File: src/ebpc_pkg.sv
// ebpc_pkg: types and constants for the exclusive button press classifier
// no dependencies; imported by exclusive_button_press_classifier_top
`default_nettype none
package ebpc_pkg;

  typedef enum logic [1:0] {
    PH_IDLE     = 2'd0,
    PH_DEBOUNCE = 2'd1,
    PH_ACTIVE   = 2'd2,
    PH_WAIT     = 2'd3
  } phase_t;

  localparam int CFG_IDX_W  = 2;
  localparam int CFG_DATA_W = 16;

  localparam logic [CFG_IDX_W-1:0] CFG_BUTTON_COUNT = 2'd0;
  localparam logic [CFG_IDX_W-1:0] CFG_DEBOUNCE     = 2'd1;
  localparam logic [CFG_IDX_W-1:0] CFG_LONG_PRESS   = 2'd2;

  localparam logic [3:0]  RST_BUTTON_COUNT = 4'd8;
  localparam logic [7:0]  RST_DEBOUNCE     = 8'd2;
  localparam logic [15:0] RST_LONG_PRESS   = 16'd100;

  // scan width of the pressed field and the button limit of this build
  localparam int          SCAN_W      = 8;
  localparam logic [3:0]  NUM_BUTTONS = 4'd8;
  localparam logic [3:0]  NO_BUTTON   = 4'd8;
  localparam logic [15:0] HELD_MAX    = 16'hFFFF;

endpackage
`default_nettype wire

File: src/exclusive_button_press_classifier_top.sv
// exclusive_button_press_classifier_top: debounce/short-long press machine with event queue
// depends on ebpc_pkg
`default_nettype none
// One item per clock cycle, sustained while out_ready is not held low. Each accepted beat is either a scan tick
// (mode 0) that advances the idle/debounce/active/wait-release machine on the
// lowest-numbered pressed button, or a read (mode 1) that pops one event from
// a QUEUE_SLOTS-entry queue (holding at most QUEUE_SLOTS-1 events). The whole
// update is one registered pass into a single output register, and a new beat
// is taken whenever the output register is empty or is being drained in the
// same cycle. A tick that finds the queue full
// loses the event and reports event_dropped. Configuration writes are taken
// at any time but should only be issued while the block is idle.
module exclusive_button_press_classifier_top #(
  parameter int QUEUE_SLOTS = 8
) (
  input  wire logic                            clk,
  input  wire logic                            rst_n,
  input  wire logic                            cfg_we,
  input  wire logic [ebpc_pkg::CFG_IDX_W-1:0]  cfg_index,
  input  wire logic [ebpc_pkg::CFG_DATA_W-1:0] cfg_wdata,
  input  wire logic                            in_valid,
  output logic                                 in_ready,
  input  wire logic                            in_mode,
  input  wire logic [7:0]                      in_pressed,
  output logic                                 out_valid,
  input  wire logic                            out_ready,
  output logic                                 out_event_valid,
  output logic [2:0]                           out_event_button,
  output logic                                 out_event_long,
  output logic                                 out_event_dropped,
  output logic [1:0]                           out_machine_state
);
  import ebpc_pkg::*;

  localparam int PTR_W = (QUEUE_SLOTS > 1) ? $clog2(QUEUE_SLOTS) : 1;
  localparam logic [PTR_W-1:0] PTR_LAST = PTR_W'(QUEUE_SLOTS - 1);

  logic [3:0]  button_count_r;
  logic [7:0]  debounce_r;
  logic [15:0] long_press_r;

  phase_t      phase_r, phase_nxt;
  logic [3:0]  locked_r, locked_nxt;
  logic [15:0] held_r, held_nxt;
  logic [PTR_W-1:0] wr_ptr_r, wr_ptr_nxt, rd_ptr_r, rd_ptr_nxt;
  logic [3:0]  queue_mem [QUEUE_SLOTS];

  logic        out_valid_r, pop_r, dropped_r;
  logic [1:0]  state_r;
  logic [3:0]  ev_r;

  logic        accept, is_tick, is_read;
  logic [3:0]  scan_lim;
  logic [8:0]  scan_mask_w;
  logic [7:0]  levels;
  logic        lock_held;
  logic        any_low;
  logic [2:0]  first_low;
  logic [15:0] held_inc;
  logic        release_ev, is_long;
  logic [PTR_W-1:0] wr_ptr_inc, rd_ptr_inc;
  logic        q_full, q_empty, push_ok, pop_ok;

  assign in_ready = !out_valid_r || out_ready;
  assign accept   = in_valid && in_ready;
  assign is_tick  = accept && !in_mode;
  assign is_read  = accept && in_mode;

  // buttons scanned
  always_comb begin
    scan_lim = button_count_r;
    if (scan_lim > 4'(SCAN_W)) scan_lim = 4'(SCAN_W);
    if (scan_lim > NUM_BUTTONS) scan_lim = NUM_BUTTONS;
    scan_mask_w = (9'd1 << scan_lim) - 9'd1;
    levels      = in_pressed & scan_mask_w[7:0];
  end

  assign lock_held = !locked_r[3] && levels[locked_r[2:0]];

  always_comb begin
    any_low   = 1'b0;
    first_low = 3'd0;
    for (int i = SCAN_W - 1; i >= 0; i--) begin
      if (levels[i]) begin
        any_low   = 1'b1;
        first_low = 3'(i);
      end
    end
  end

  assign held_inc   = held_r + 16'd1;
  assign is_long    = held_r >= long_press_r;
  assign wr_ptr_inc = (wr_ptr_r == PTR_LAST) ? '0 : wr_ptr_r + PTR_W'(1);
  assign rd_ptr_inc = (rd_ptr_r == PTR_LAST) ? '0 : rd_ptr_r + PTR_W'(1);
  assign q_full     = wr_ptr_inc == rd_ptr_r;
  assign q_empty    = wr_ptr_r == rd_ptr_r;
  assign release_ev = is_tick && (phase_r == PH_ACTIVE) && !lock_held;
  assign push_ok    = release_ev && !q_full;
  assign pop_ok     = is_read && !q_empty;

  // next phase
  always_comb begin
    phase_nxt = phase_r;
    if (is_tick) begin
      unique case (phase_r)
        PH_IDLE:     if (any_low) phase_nxt = PH_DEBOUNCE;
        PH_DEBOUNCE: begin
          if (!lock_held) phase_nxt = PH_IDLE;
          else if (held_inc >= {8'd0, debounce_r}) phase_nxt = PH_ACTIVE;
        end
        PH_ACTIVE:   if (!lock_held) phase_nxt = PH_WAIT;
        PH_WAIT:     if (levels == '0) phase_nxt = PH_IDLE;
        default:     phase_nxt = phase_r;
      endcase
    end
  end

  // datapath next values
  always_comb begin
    locked_nxt = locked_r;
    held_nxt   = held_r;
    wr_ptr_nxt = push_ok ? wr_ptr_inc : wr_ptr_r;
    rd_ptr_nxt = pop_ok ? rd_ptr_inc : rd_ptr_r;
    if (is_tick) begin
      unique case (phase_r)
        PH_IDLE: begin
          if (any_low) begin
            locked_nxt = {1'b0, first_low};
            held_nxt   = '0;
          end
        end
        PH_DEBOUNCE: begin
          if (lock_held) begin
            held_nxt = (held_inc >= {8'd0, debounce_r}) ? 16'd0 : held_inc;
          end
        end
        PH_ACTIVE: begin
          if (lock_held && held_r != HELD_MAX) held_nxt = held_inc;
        end
        PH_WAIT: begin
          if (levels == '0) locked_nxt = NO_BUTTON;
        end
        default: locked_nxt = locked_r;
      endcase
    end
  end

  always_ff @(posedge clk) begin
    if (!rst_n) begin
      button_count_r <= RST_BUTTON_COUNT;
      debounce_r     <= RST_DEBOUNCE;
      long_press_r   <= RST_LONG_PRESS;
    end else if (cfg_we) begin
      unique case (cfg_index)
        CFG_BUTTON_COUNT: button_count_r <= cfg_wdata[3:0];
        CFG_DEBOUNCE:     debounce_r     <= cfg_wdata[7:0];
        CFG_LONG_PRESS:   long_press_r   <= cfg_wdata[15:0];
        default:          ;
      endcase
    end
  end

  always_ff @(posedge clk) begin
    if (!rst_n) begin
      phase_r     <= PH_IDLE;
      locked_r    <= NO_BUTTON;
      held_r      <= '0;
      wr_ptr_r    <= '0;
      rd_ptr_r    <= '0;
      out_valid_r <= 1'b0;
      pop_r       <= 1'b0;
      dropped_r   <= 1'b0;
      state_r     <= PH_IDLE;
    end else begin
      phase_r  <= phase_nxt;
      locked_r <= locked_nxt;
      held_r   <= held_nxt;
      wr_ptr_r <= wr_ptr_nxt;
      rd_ptr_r <= rd_ptr_nxt;
      if (accept) begin
        out_valid_r <= 1'b1;
        pop_r       <= pop_ok;
        dropped_r   <= release_ev && q_full;
        state_r     <= phase_nxt;
      end else if (out_ready) begin
        out_valid_r <= 1'b0;
      end
    end
  end

  // event queue, registered read into the output beat
  always_ff @(posedge clk) begin
    if (push_ok) queue_mem[wr_ptr_r] <= {is_long, locked_r[2:0]};
    if (is_read) ev_r <= queue_mem[rd_ptr_r];
  end

  assign out_valid         = out_valid_r;
  assign out_event_valid   = pop_r;
  assign out_event_button  = pop_r ? ev_r[2:0] : 3'd0;
  assign out_event_long    = pop_r && ev_r[3];
  assign out_event_dropped = dropped_r;
  assign out_machine_state = state_r;

endmodule
`default_nettype wire
File: config.mk
export PLATFORM = sky130hd
export DESIGN_NAME = exclusive_button_press_classifier_top
export DESIGN_NICKNAME = d
export VERILOG_FILES = /design/src/ebpc_pkg.sv /design/src/exclusive_button_press_classifier_top.sv
export SDC_FILE = /design/constraint.sdc
export NUM_CORES = 1
export LEC_CHECK = 0
export BUFFER_PORTS_ARGS = -buffer_cell sky130_fd_sc_hd__buf_4
export CAP_MARGIN = 20
export CORE_MARGIN = 1
export CORE_UTILIZATION = 56
export CTS_BUF_LIST = sky130_fd_sc_hd__clkbuf_2
export CTS_CLUSTER_SIZE = 16
export DETAILED_ROUTE_END_ITERATION = 16
export PLACE_DENSITY = 0.78
export SLEW_MARGIN = 20
export SYNTH_ARGS = -nofsm -noshare
export SYNTH_HDL_FRONTEND = slang
export SYNTH_SLANG_ARGS = --single-unit
File: constraint.sdc
create_clock -name clk -period 3.1 [get_ports clk]
set_clock_uncertainty 0.2 [all_clocks]
set_input_delay 0.31 -clock clk [delete_from_list [all_inputs] [get_ports clk]]
set_output_delay 0.31 -clock clk [all_outputs]
set_load 0.1 [all_outputs]
Yosys cells after proc, flatten, opt, wreduce, memory -nomap -nowiden
Memories as Yosys holds them, arrays and structs flattened. A register that Yosys moved wholly into a read port is not among the register bits. Cells that the tools add are included.

Register bits: 61. Latch bits: 0. Bits in writable memories: 32. ROM bits: 0. Bits of input ports: 32. Output and inout port bits: 10. Logic and storage cells: 109. Memories: 1.

Memories: queue_mem (words 8, bits a word 4, rd ports 1, clocked after memory_dff 1, wr ports 1, RTL line exclusive_button_press_classifier_top.sv:46) `logic [3:0] queue_mem [QUEUE_SLOTS];`.

$add $sub $neg: 4. Multiply operators: 0. Divide/modulo/power cells: 0. Order comparisons: 5. Equality and inequality tests: 14. Shift operators: 1. Mux-type cells: 42. Bitwise logic cells: 1. Reduce and logical (&&, ||, !) cells: 29.

Operators by type and width (count): two-way mux 16 bit (4); case mux 16 bit (3 select lines) (1); two-way mux 3 bit (11); adder 16 x 1 -> 16 bit (second input constant) (1); >= comparator 16 bit (1); >= comparator 16 x 8 -> 1 bit (1); two-way mux 4 bit (4); != test 16 bit (second input constant) (1); two-way mux 1 bit (13); two-way mux 2 bit (6); logical AND 1 bit (11); bitwise AND 8 bit (1); greater-than comparator 4 bit (second input constant) (2); zero test 8 bit (1); case mux 2 bit (4 select lines) (1); case mux 4 bit (2 select lines) (1); left shift 1 x 4 -> 8 bit (first input constant) (1); subtractor 8 x 1 -> 8 bit (second input constant) (1); adder 3 x 1 -> 3 bit (second input constant) (2); == test 2 bit (second input constant) (3); == test 3 bit (2); == test 3 bit (second input constant) (2); zero test 1 bit (6); != test 2 bit (second input constant) (3); other kinds (11) (16).

Logic depth before layout (Yosys ltp)
Gate-level depths: netlist of the first run.

Word-level depth: 18. Gate-level depth with buffers: 13. Mapped depth without buffers: 12.

Worst setup path before layout of the first run
No wires, ideal clock.

Path kind: reg-to-reg. From: reg out_valid_r, in the netlist out_valid. To: mem queue_mem[4][0], enable pin. Library setup time: 0.361 ns. Arrival: 2.938 ns. Data required time: 2.539 ns. Setup slack: -0.400 ns. Cell stages (with the launch flop): 8. Buffers on the path: 0. Clock period less this slack: 3.500 ns. Cells stage by stage: dfxtp_1 > nand2b_1 > nand2_1 > nor2_1 > nand2_1 > nor3b_4 > nand2_1 > nor3_1.

Cells in the longest elaborated chain, start to end: 9.

Ends and longest elaborated chain: from (decl) (RTL line exclusive_button_press_classifier_top.sv:48) `logic out_valid_r, pop_r, dropped_r;`; from (signal assigned) (RTL line exclusive_button_press_classifier_top.sv:170) `out_valid_r <= 1'b0;`; from (signal assigned) (RTL line exclusive_button_press_classifier_top.sv:181) `out_valid_r <= 1'b1;`; from (signal assigned) (RTL line exclusive_button_press_classifier_top.sv:186) `out_valid_r <= 1'b0;`; zero test 1 bit (RTL line exclusive_button_press_classifier_top.sv:64) `assign in_ready = !out_valid_r || out_ready;`; logical OR 1 bit (RTL line exclusive_button_press_classifier_top.sv:64); net in_ready (RTL line exclusive_button_press_classifier_top.sv:22) `output logic in_ready,`; logical AND 1 bit (RTL line exclusive_button_press_classifier_top.sv:65) `assign accept = in_valid && in_ready;`; logical AND 1 bit (RTL line exclusive_button_press_classifier_top.sv:66) `assign is_tick = accept && !in_mode;`; logical AND 1 bit (2 in series) (RTL line exclusive_button_press_classifier_top.sv:97) `assign release_ev = is_tick && (phase_r == PH_ACTIVE) && !lock_held;`; logical AND 1 bit (RTL line exclusive_button_press_classifier_top.sv:98) `assign push_ok = release_ev && !q_full;`; two-way mux 1 bit (RTL line exclusive_button_press_classifier_top.sv:193) `if (push_ok) queue_mem[wr_ptr_r] <= {is_long, locked_r[2:0]};`; two-way mux 1 bit (implied by the code) (RTL line exclusive_button_press_classifier_top.sv:193); to (decl) (RTL line exclusive_button_press_classifier_top.sv:46).

The timed path passes the listed nets, and every way through them passes these cells.

Final worst setup path of the first run
From: reg held_r[1]. To: reg held_r[2].

Cells in the longest elaborated chain, start to end: 5. Elaborated cells on any way between the ends: 10. Classes of those cells: add/sub: 1; order compare: 1; eq/ne: 2; mux: 4; reduce/logical: 2.

Ends and longest elaborated chain: from (decl) (RTL line exclusive_button_press_classifier_top.sv:44) `logic [15:0] held_r, held_nxt;`; from (signal assigned) (RTL line exclusive_button_press_classifier_top.sv:177) `held_r <= held_nxt;`; adder 16 x 1 -> 16 bit (RTL line exclusive_button_press_classifier_top.sv:91) `assign held_inc = held_r + 16'd1;`; >= comparator 16 x 8 -> 1 bit (RTL line exclusive_button_press_classifier_top.sv:134) `held_nxt = (held_inc >= {8'd0, debounce_r}) ? 16'd0 : held_inc;`; two-way mux 16 bit (RTL line exclusive_button_press_classifier_top.sv:134); two-way mux 16 bit (RTL line exclusive_button_press_classifier_top.sv:133) `if (lock_held) begin`; case mux 16 bit (3 select lines) (RTL line exclusive_button_press_classifier_top.sv:125) `unique case (phase_r)`.

Several ways; a longest one is shown, not always the timed one. The select of a mux whose other input is x is not followed. A chain may end at the register's enable or synchronous reset.

==> results of run 1 <==
## metal layers
| metal | vias to the layer above | GRT usage |
|---|---|---|
| met5 | - | 0 |
| met4 | 0 | 0.0903 |
| met3 | 30 | 0.0368 |
| met2 | 176 | 0.445 |
| met1 | 2201 | 0.347 |
| li1 | 2206 | - |
## cell type report
cell class / count / area (µm²)
repair buffers: 117 / 982
clock inverters: 6 / 75.1
flip-flops and latches: 97 / 2320
multi-input cells: 392 / 3130
fillers: 672 / 2540
well taps: 129 / 161
inverters: 33 / 124
clock buffers: 10 / 50.0
## cells in the mapped netlist, types with 10 or more instances
library cell | number | area, µm²
edfxtp_1 | 36 | 1080
xnor2_1 | 10 | 87.6
nand2_1 | 52 | 195
nand2b_1 | 12 | 75.1
ha_1 | 35 | 438
clkbuf_1 | 15 | 56.3
a31oi_1 | 19 | 119
nand3_1 | 21 | 105
mux2i_1 | 22 | 220
nor2_1 | 40 | 150
inv_1 | 33 | 124
a21oi_1 | 28 | 140
dfxtp_1 | 61 | 1220
and2_1 | 10 | 62.6
## stage by stage
stage | hold WS, ns | setup WS, ns | util
after floorplan | 0.236 | -0.0175 | -
after global placement | 0.246 | -0.0140 | 0.658
after detailed placement | 0.251 | -0.117 | 0.658
after CTS | 0.0316 | -0.127 | 0.707
after global routing | 0.0434 | -0.268 | 0.729
final | 0.0723 | -0.190 | 0.729
## report_power, final
part	internal [W]	switching [W]
sequential	0.00134	0.0000176
clock	0.000202	0.000452
combinational	0.000137	0.000167
## timing repair
action / in CTS / in global routing
cloned: 0 / 0
setup buffers: 4 / 7
hold buffers: 26 / 0
endpoints found under the setup margin: 37 / 51
pin swaps: 11 / 19
resized for setup: 18 / 28
hold endpoints to repair: 37 / 0
## registers in the layout (all words and copies together), names as in the netlist
| name | flops |
|---|---|
| out_event_dropped | 1 |
| debounce_r | 8 |
| button_count_r | 4 |
| out_event_valid | 1 |
| locked_r | 4 |
| wr_ptr_r | 3 |
| out_machine_state | 2 |
| phase_r | 2 |
| held_r | 16 |
| queue_mem | 32 |
| long_press_r | 16 |
| out_valid | 1 |
| ev_r | 4 |
| rd_ptr_r | 3 |
## cells by family after synthesis
logic type / count (synthesis) / synth area share
AO/OA/AOI/OAI: 110 / 0.139
XOR/XNOR: 16 / 0.0255
adder cells (fa/ha/maj): 35 / 0.0797
buffers and inverters: 65 / 0.0542
flip-flops: 97 / 0.419
multiplexers: 35 / 0.0831
AND/OR/NAND/NOR: 196 / 0.199
## final timing paths
path	start	end	cells past startpoint
setup / recovery	held_r[1]	held_r[2]	14
hold / removal	cfg_we	button_count_r[0]	4
setup reg to reg	held_r[1]	held_r[2]	14
hold reg to reg	long_press_r[3]	long_press_r[3]	2
## worst max-delay path: cells and delay by family (launching register included)
kind                     cells  cell delay, ns
AND/OR/NAND/NOR              5            1.10
XOR/XNOR                     1            0.15
AO/OA/AOI/OAI                4            0.70
flip-flops                   1            0.43
adder cells (fa/ha/maj)      2            0.44
buffers and inverters        2            0.22
==> flow_metrics.env, run 1 <==
export IMPL_place_congestion=0.880
export IMPL_numCtsBuffers=9
export IMPL_met2_length_mm=6.32
export IMPL_die_x_um=101
export IMPL_met1_length_mm=6.03
export IMPL_core_area_mm2=0.00937
export IMPL_clock_sinks=97
export IMPL_ctsRootBufferMaster="clkbuf_2"
export IMPL_most_common_layout_cells="buf_4 (83), dfxtp_1 (56), nand2_1 (49), nor2_1 (39), edfxtp_1 (36)"
export IMPL_cp_slowest_cell="or4b_4"
export IMPL_cp_cell_sequence="ha_4 > and4_4 > nand2_4 > xnor2_2 > ha_1 > a21oi_1 > a21boi_1 > or4b_4 > nor4_4 > a41o_2 > buf_4 > buf_6 > nand3b_1 > a31oi_1"
export IMPL_finalMaxSlewViolations=0
export IMPL_rrSetupSlack_ns=-0.19
export IMPL_drt_wirelength_per_cell_um=16.9
export IMPL_clockBufferDepth=2
export IMPL_grt_pass1_vias=4370
export IMPL_ys_flop_type="dfxtp_1"
export IMPL_finalCritPeriodShare=1.06
export IMPL_synth_area_mm2=0.00550
export IMPL_netlist_instances=554
export IMPL_crit_type="register to register"
export IMPL_n_antenna_cell=0
export IMPL_row_count=35
export IMPL_routed_wl_mm=13.2
export IMPL_num_vias=4613
export IMPL_dr_pass1_iters=6
export IMPL_h_tree_depth=3
export IMPL_antenna_found_initial=0
export IMPL_tritoncts="yes"
export IMPL_place_inst=732
export IMPL_p_per_area_mw_per_mm2=338
export IMPL_die_y_um=101
export IMPL_clock_latency_ns=0.58
export IMPL_finalInstanceArea_mm2=0.00683
export IMPL_mostFrequentLayoutCell="buf_4"
export IMPL_async_reset_ff_frac=0
export IMPL_p_leak_nw=2.79
export IMPL_synth_edf_count=36
export IMPL_path_clk_slew_ns=0.26
export IMPL_hold_viol=0
export IMPL_die_area_mm2=0.0102
export IMPL_min_period_ns=3.29
export IMPL_finalSetupViolCount=45
export IMPL_ys_seq_elements=97
export IMPL_end_kind="register"
export IMPL_layoutNonFillerInstCount=784
export IMPL_io_pins=42
export IMPL_port_buffers=41
export IMPL_ant_nets=0
export IMPL_finalPower_w=0.00231
export IMPL_synth_cell_types=76
export IMPL_fmax_mhz=304
export IMPL_crit_required_ns=3.42
export IMPL_synth_nets=621
export IMPL_grt_overflow_total=0
export IMPL_syn_avg_cell_area_um2=9.92
export IMPL_drc=0
export IMPL_cap_violations=0
export IMPL_drt_iter0_markers=325
export IMPL_drive_gt1_frac=0.266
export IMPL_holdCritPathClass="input port to register"
export IMPL_worst_slack_ns=-0.190
export IMPL_grt_max_degree=22
export IMPL_layout_nets=717
export IMPL_top_layer_used="met4"
export IMPL_fin_tns_setup_ns=-3.50
export IMPL_irDropWorstVdd_v=0.000269
export IMPL_start_util=0.587
export IMPL_synth_warnings=0
export IMPL_crit_fanout=5
export IMPL_grt_pass1_wl_mm=20.8
export IMPL_place_area_mm2=0.00616
export IMPL_status="finished, violations left"
export IMPL_rsz0062_at_grt="true"
export IMPL_critPathArrivalTime_ns=3.61
export IMPL_critPathMaxStageDelay_ns=0.53
export IMPL_dpl_hpwl_mm=9.06
export IMPL_vias_per_cell=5.88
export IMPL_grt_usage=0.263
export IMPL_violations="negative setup slack"
export IMPL_synth_seq_area_share=0.419
export IMPL_wl_met3_um=619
export IMPL_slew_headroom=0.482
export IMPL_areaGrowthSynthToFinish_pct=24.3
export IMPL_tightest_slew_ns=0.777
export IMPL_cp_start_kind="register"
Note: power is estimated with default switching activity, not from simulation.
==> inputs of run 2 (changes only) <==
--- a/config.mk
+++ b/config.mk
@@ -12,6 +12,7 @@
 export CTS_BUF_LIST = sky130_fd_sc_hd__clkbuf_2
 export CTS_CLUSTER_SIZE = 16
 export DETAILED_ROUTE_END_ITERATION = 16
+export MAX_ROUTING_LAYER = met4
 export PLACE_DENSITY = 0.78
 export SLEW_MARGIN = 20
 export SYNTH_ARGS = -nofsm -noshare
==> run 2 against run 1 <==
  * The run still ends with negative setup slack left
  * Combinational power hardly changed
  * Final cell count is the same
  * Critical path type unchanged
  * Wire length rose by 0.11%
  * Clock power hardly changed
  * Register-to-register slack about the same
  * Critical path depth unchanged
  * First-iteration DRC count grew 7.4%
  * Fmax about the same
  * Largest power group unchanged
  * Sequential share of layout area did not move
==> flow_metrics.env, run 2 (synthesis results as in run 1) <==
export IMPL_place_inst=732
export IMPL_crit_fanout=5
export IMPL_grt_pass1_wl_mm=20.7
export IMPL_rrSetupSlack_ns=-0.19
export IMPL_critPathArrivalTime_ns=3.60
export IMPL_clock_sinks=97
export IMPL_num_vias=4583
export IMPL_worstReg2RegEnd="held_r[2]"
export IMPL_status="finished, violations left"
export IMPL_crit_type="register to register"
export IMPL_n_antenna_cell=0
export IMPL_holdWs_ns=0.0811
export IMPL_path_clk_slew_ns=0.25
export IMPL_nFillCells=672
export IMPL_finalSetupViolCount=45
export IMPL_hp_start="cfg_we"
export IMPL_areaGrowthSynthToFinish_pct=24.3
export IMPL_cap_violations=0
export IMPL_grt_max_degree=22
export IMPL_finalPower_w=0.00231
export IMPL_pre_cts_ws_ns=-0.117
export IMPL_dr_pass1_iters=5
export IMPL_min_period_ns=3.29
export IMPL_clockBufferDepth=2
export IMPL_place_congestion=0.895
export IMPL_dpl_hpwl_mm=9.06
export IMPL_port_buffers=41
export IMPL_rsz0062_at_grt="true"
export IMPL_largest_reg_flops=32
export IMPL_end_kind="register"
export IMPL_drc=0
export IMPL_p_per_area_mw_per_mm2=339
export IMPL_ant_nets=0
export IMPL_finalMaxSlewViolations=0
export IMPL_mostFrequentLayoutCell="buf_4"
export IMPL_antenna_found_initial=0
export IMPL_violations="negative setup slack"
export IMPL_ctsRootBufferMaster="clkbuf_2"
export IMPL_hold_path_endpoint="button_count_r[0]"
export IMPL_holdPathStages=4
export IMPL_drive_gt1_frac=0.266
export IMPL_row_count=35
export IMPL_tritoncts="yes"
export IMPL_grt_pass1_vias=4385
export IMPL_holdCritPathClass="input port to register"
export IMPL_fmax_mhz=304
export IMPL_regMostFlops="queue_mem"
export IMPL_cp_start_kind="register"
export IMPL_vias_per_cell=5.85
export IMPL_drt_iter0_markers=349
export IMPL_die_area_mm2=0.0102
export IMPL_layoutNonFillerInstCount=784
export IMPL_largest_registers="queue_mem x32, held_r x16, long_press_r x16"
export IMPL_clock_latency_ns=0.58
export IMPL_most_common_layout_cells="buf_4 (83), dfxtp_1 (56), nand2_1 (49), nor2_1 (39), edfxtp_1 (36)"
export IMPL_die_x_um=101
export IMPL_worst_slack_ns=-0.189
export IMPL_finalCritPeriodShare=1.06
export IMPL_tightest_slew_ns=0.777
export IMPL_layout_nets=717
export IMPL_grt_usage=0.270
export IMPL_routed_wl_mm=13.2
export IMPL_crit_required_ns=3.41
export IMPL_start_util=0.587
export IMPL_die_y_um=101
export IMPL_core_area_mm2=0.00937
export IMPL_io_pins=42
export IMPL_numCtsBuffers=9
export IMPL_r2r_start="held_r[1]"
export IMPL_p_leak_nw=2.79
export IMPL_slew_headroom=0.482
export IMPL_hold_viol=0
export IMPL_drt_wirelength_per_cell_um=16.9
export IMPL_reg2reg_depth=14
export IMPL_grt_overflow_total=0
export IMPL_h_tree_depth=3
export IMPL_irDropWorstVdd_v=0.000269
run 2: cell counts in the layout (fill, tap and decap cells not counted):
No cell type changed its count.
run 2: layout make-up:
type	count	area (µm²)	area share
Clock buffer	10	50.0	0.00732
Clock inverter	6	75.1	0.0110
Inverter	33	124	0.0181
Multi-Input combinational cell	392	3130	0.457
Sequential cell	97	2320	0.339
Tap cell	129	161	0.0236
Timing Repair Buffer	117	982	0.144
run 2: routing by layer:
metal	wire length, µm	global-route usage	up-vias
li1	-	-	2207
met5	0	-	-
met2	6370	0.447	157
met1	6000	0.345	2192
met4	216	0.0903	0
met3	640	0.0319	27
run 2: worst max-delay path: stages (launching register included):
cell and delay, ns:
dfxtp_4 0.43, ha_4 0.13, and4_4 0.24, nand2_4 0.06, xnor2_2 0.15, ha_1 0.31, a21oi_1 0.16, a21boi_1 0.08
or4b_4 0.53, nor4_4 0.18, a41o_2 0.31, buf_4 0.13, buf_6 0.09, nand3b_1 0.08, a31oi_1 0.15
run 2: through the flow:
stage / utilization / TNS [ns] / instance area, µm²
after floorplan: - / -0.0699 / 5570
after global placement: 0.658 / -0.0287 / 6160
after detailed placement: 0.658 / -1.17 / 6160
after CTS: 0.707 / -1.30 / 6630
after global routing: 0.729 / -7.66 / 6830
final: 0.729 / -3.41 / 6830
run 2: power breakdown:
group	switching [W]	internal, W	total (W)
registers	0.0000175	0.00134	0.00135
logic	0.000167	0.000137	0.000304
clock network	0.000453	0.000202	0.000655
run 2: how the worst max path moves through the flow:
stage | from | slack, ns | cells after the start | end
floorplan | button_count_r[0] | -0.02 | 10 | queue_mem[2][0]
global placement | held_r[1] | -0.01 | 13 | held_r[11]
detailed placement | held_r[1] | -0.12 | 13 | held_r[12]
CTS | held_r[1] | -0.13 | 13 | held_r[12]
global route | held_r[1] | -0.27 | 13 | held_r[11]
finish | held_r[1] | -0.19 | 14 | held_r[2]
run 2: what timing repair did:
item                       CTS  global route
cloned                       0             0
buffers inserted             4             7
setup endpoints to repair   37            51
pin swaps                   11            19
resized for setup           18            28
hold endpoints to repair    37             0
hold buffers                26             0
==> inputs of run 3 (changes only) <==
--- a/config.mk
+++ b/config.mk
@@ -5,15 +5,16 @@
 export SDC_FILE = /design/constraint.sdc
 export NUM_CORES = 1
 export LEC_CHECK = 0
-export BUFFER_PORTS_ARGS = -buffer_cell sky130_fd_sc_hd__buf_4
 export CAP_MARGIN = 20
 export CORE_MARGIN = 1
 export CORE_UTILIZATION = 56
 export CTS_BUF_LIST = sky130_fd_sc_hd__clkbuf_2
 export CTS_CLUSTER_SIZE = 16
 export DETAILED_ROUTE_END_ITERATION = 16
+export DONT_BUFFER_PORTS = 1
+export HOLD_SLACK_MARGIN = 0.1
 export MAX_ROUTING_LAYER = met4
-export PLACE_DENSITY = 0.78
+export PLACE_DENSITY = 0.74
 export SLEW_MARGIN = 20
 export SYNTH_ARGS = -nofsm -noshare
 export SYNTH_HDL_FRONTEND = slang
==> run 3 against run 2 <==
  * The flow still finishes with violations (negative setup slack)
  * Critical path type unchanged
  * Highest routed layer unchanged
  * Final area is 3.2% lower
  * Sequential power about the same
  * First-iteration DRC count is 13% lower
  * Final cell count fell by 3.3%
==> flow_metrics.env, run 3 (synthesis results as in run 1) <==
export IMPL_status="finished, violations left"
export IMPL_violations="negative setup slack"
export IMPL_grt_max_degree=22
export IMPL_grt_pass1_wl_mm=20.4
export IMPL_clock_sinks=97
export IMPL_tritoncts="yes"
export IMPL_drt_wirelength_per_cell_um=16.7
export IMPL_grt_pass1_vias=4344
export IMPL_clock_latency_ns=0.56
export IMPL_io_pins=42
export IMPL_antenna_found_initial=0
export IMPL_finalMaxSlewViolations=0
export IMPL_holdCritPathClass="input port to register"
export IMPL_areaGrowthSynthToFinish_pct=20.4
export IMPL_die_x_um=101
export IMPL_crit_required_ns=3.42
export IMPL_routed_wl_mm=12.7
export IMPL_vias_per_cell=5.87
export IMPL_mostFrequentLayoutCell="dfxtp_1"
export IMPL_layout_nets=691
export IMPL_largest_reg_flops=32
export IMPL_wl_met3_um=655
export IMPL_rrSetupSlack_ns=-0.21
export IMPL_dr_pass1_iters=6
export IMPL_nFillCells=723
export IMPL_ant_nets=0
export IMPL_die_area_mm2=0.0102
export IMPL_port_buffers=0
export IMPL_regMostFlops="queue_mem"
export IMPL_crit_fanout=5
export IMPL_row_count=35
export IMPL_slew_headroom=0.462
export IMPL_ctsRootBufferMaster="clkbuf_2"
export IMPL_most_common_layout_cells="dfxtp_1 (57), nand2_1 (50), buf_4 (50), nor2_1 (39), edfxtp_1 (36)"
export IMPL_hold_viol=0
export IMPL_irDropWorstVdd_v=0.000266
export IMPL_top_layer_used="met4"
export IMPL_worst_slack_ns=-0.208
export IMPL_p_per_area_mw_per_mm2=329
export IMPL_cp_slowest_cell="or4b_4"
export IMPL_path_clk_slew_ns=0.27
export IMPL_tightest_slew_ns=0.808
export IMPL_register_area_mm2=0.00231
export IMPL_place_congestion=0.917
export IMPL_dpl_hpwl_mm=8.84
export IMPL_met1_length_mm=5.67
export IMPL_critPathMaxStageDelay_ns=0.52
export IMPL_cap_violations=0
export IMPL_start_util=0.587
export IMPL_end_kind="register"
export IMPL_drc=0
export IMPL_fin_tns_setup_ns=-3.16
export IMPL_die_y_um=101
export IMPL_cp_cell_sequence="ha_4 > and4_1 > nand2_1 > xnor2_1 > ha_1 > a21oi_2 > a21boi_2 > or4b_4 > nor4_4 > a41o_2 > buf_6 > buf_6 > a31oi_1 > mux2i_1"
export IMPL_finalSetupViolCount=33
export IMPL_min_period_ns=3.31
export IMPL_num_vias=4447
export IMPL_cp_start_kind="register"
export IMPL_n_antenna_cell=0
export IMPL_place_area_mm2=0.00597
export IMPL_p_leak_nw=2.62
export IMPL_multiInputGateArea_mm2=0.00312
export IMPL_drt_iter0_markers=302
export IMPL_fmax_mhz=302
export IMPL_finalCritPeriodShare=1.07
export IMPL_finalInstanceArea_mm2=0.00662
export IMPL_core_area_mm2=0.00937
export IMPL_pre_cts_ws_ns=-0.0900
export IMPL_largest_registers="queue_mem x32, held_r x16, long_press_r x16"
export IMPL_grt_overflow_total=0
export IMPL_clockBufferDepth=2
export IMPL_critPathArrivalTime_ns=3.63
export IMPL_met2_length_mm=6.18
export IMPL_crit_type="register to register"
export IMPL_cp_common_cell="buf_6"
export IMPL_drive_gt1_frac=0.227
export IMPL_grt_usage=0.267
export IMPL_h_tree_depth=3
export IMPL_rsz0062_at_grt="true"
export IMPL_numCtsBuffers=9
[run 3: cell count changes in the layout (fill, tap and decap cells not counted), sizes merged]
cell,previous run,this run
clkbuf,10,9
clkinvlp,1,4
clkinv,2,0
buf,91,58
inv,35,36
bufinv,1,0
dlygate4sd3,26,33
[run 3: path summary, 6_finish.rpt]
path / startpoint / endpoint / depth (start not counted)
setup / recovery: held_r[1] / held_r[5] / 14
hold / removal: in_pressed[5] / locked_r[0] / 6
setup reg to reg: held_r[1] / held_r[5] / 14
hold reg to reg: long_press_r[4] / long_press_r[4] / 2
[run 3: timing repair]
action,4_1_cts,5_1_grt
hold buffers,33,1
gates cloned,1,0
pin swaps,9,24
endpoints found under the setup margin,31,55
gates resized for setup,15,29
buffers inserted,5,1
hold endpoints to repair,56,1
[run 3: critical path, delay by kind of cell, from the launching register on]
family / cells / cell delay, ns
flops: 1 / 0.43
xor+xnor: 1 / 0.15
mux: 1 / 0.15
buf+inv: 2 / 0.22
compound gates: 4 / 0.59
simple gates: 4 / 1.05
fa+ha+maj: 2 / 0.46
[run 3: final cells by class]
| class | count | area share |
|---|---|---|
| timing repair buffer | 91 | 0.122 |
| sequential | 97 | 0.349 |
| clock inverter | 7 | 0.00775 |
| tap | 129 | 0.0244 |
| multi-input combinational | 392 | 0.472 |
| clock buffer | 9 | 0.00681 |
| inverter | 33 | 0.0187 |
[run 3: power breakdown]
part | internal [W] | switching (W) | total [W]
Clock | 0.000110 | 0.000437 | 0.000547
Sequential | 0.00134 | 0.0000167 | 0.00135
Combinational | 0.000119 | 0.000153 | 0.000272
[run 3: metal layers]
metal	vias up	GRT usage
met4	0	0.0747
met1	2116	0.335
li1	2162	-
met2	154	0.448
met3	15	0.0416
met5	-	-
[run 3: per-stage QoR]
step                hold slack, ns  power, W   util  instances
finish                      0.0862   0.00217  0.706        758
global route                 0.142   0.00226  0.706        758
CTS                          0.146   0.00218  0.696        759
global placement             0.175   0.00159  0.637        705
floorplan                    0.236   0.00154      -        554
detailed placement           0.178   0.00159  0.637        705
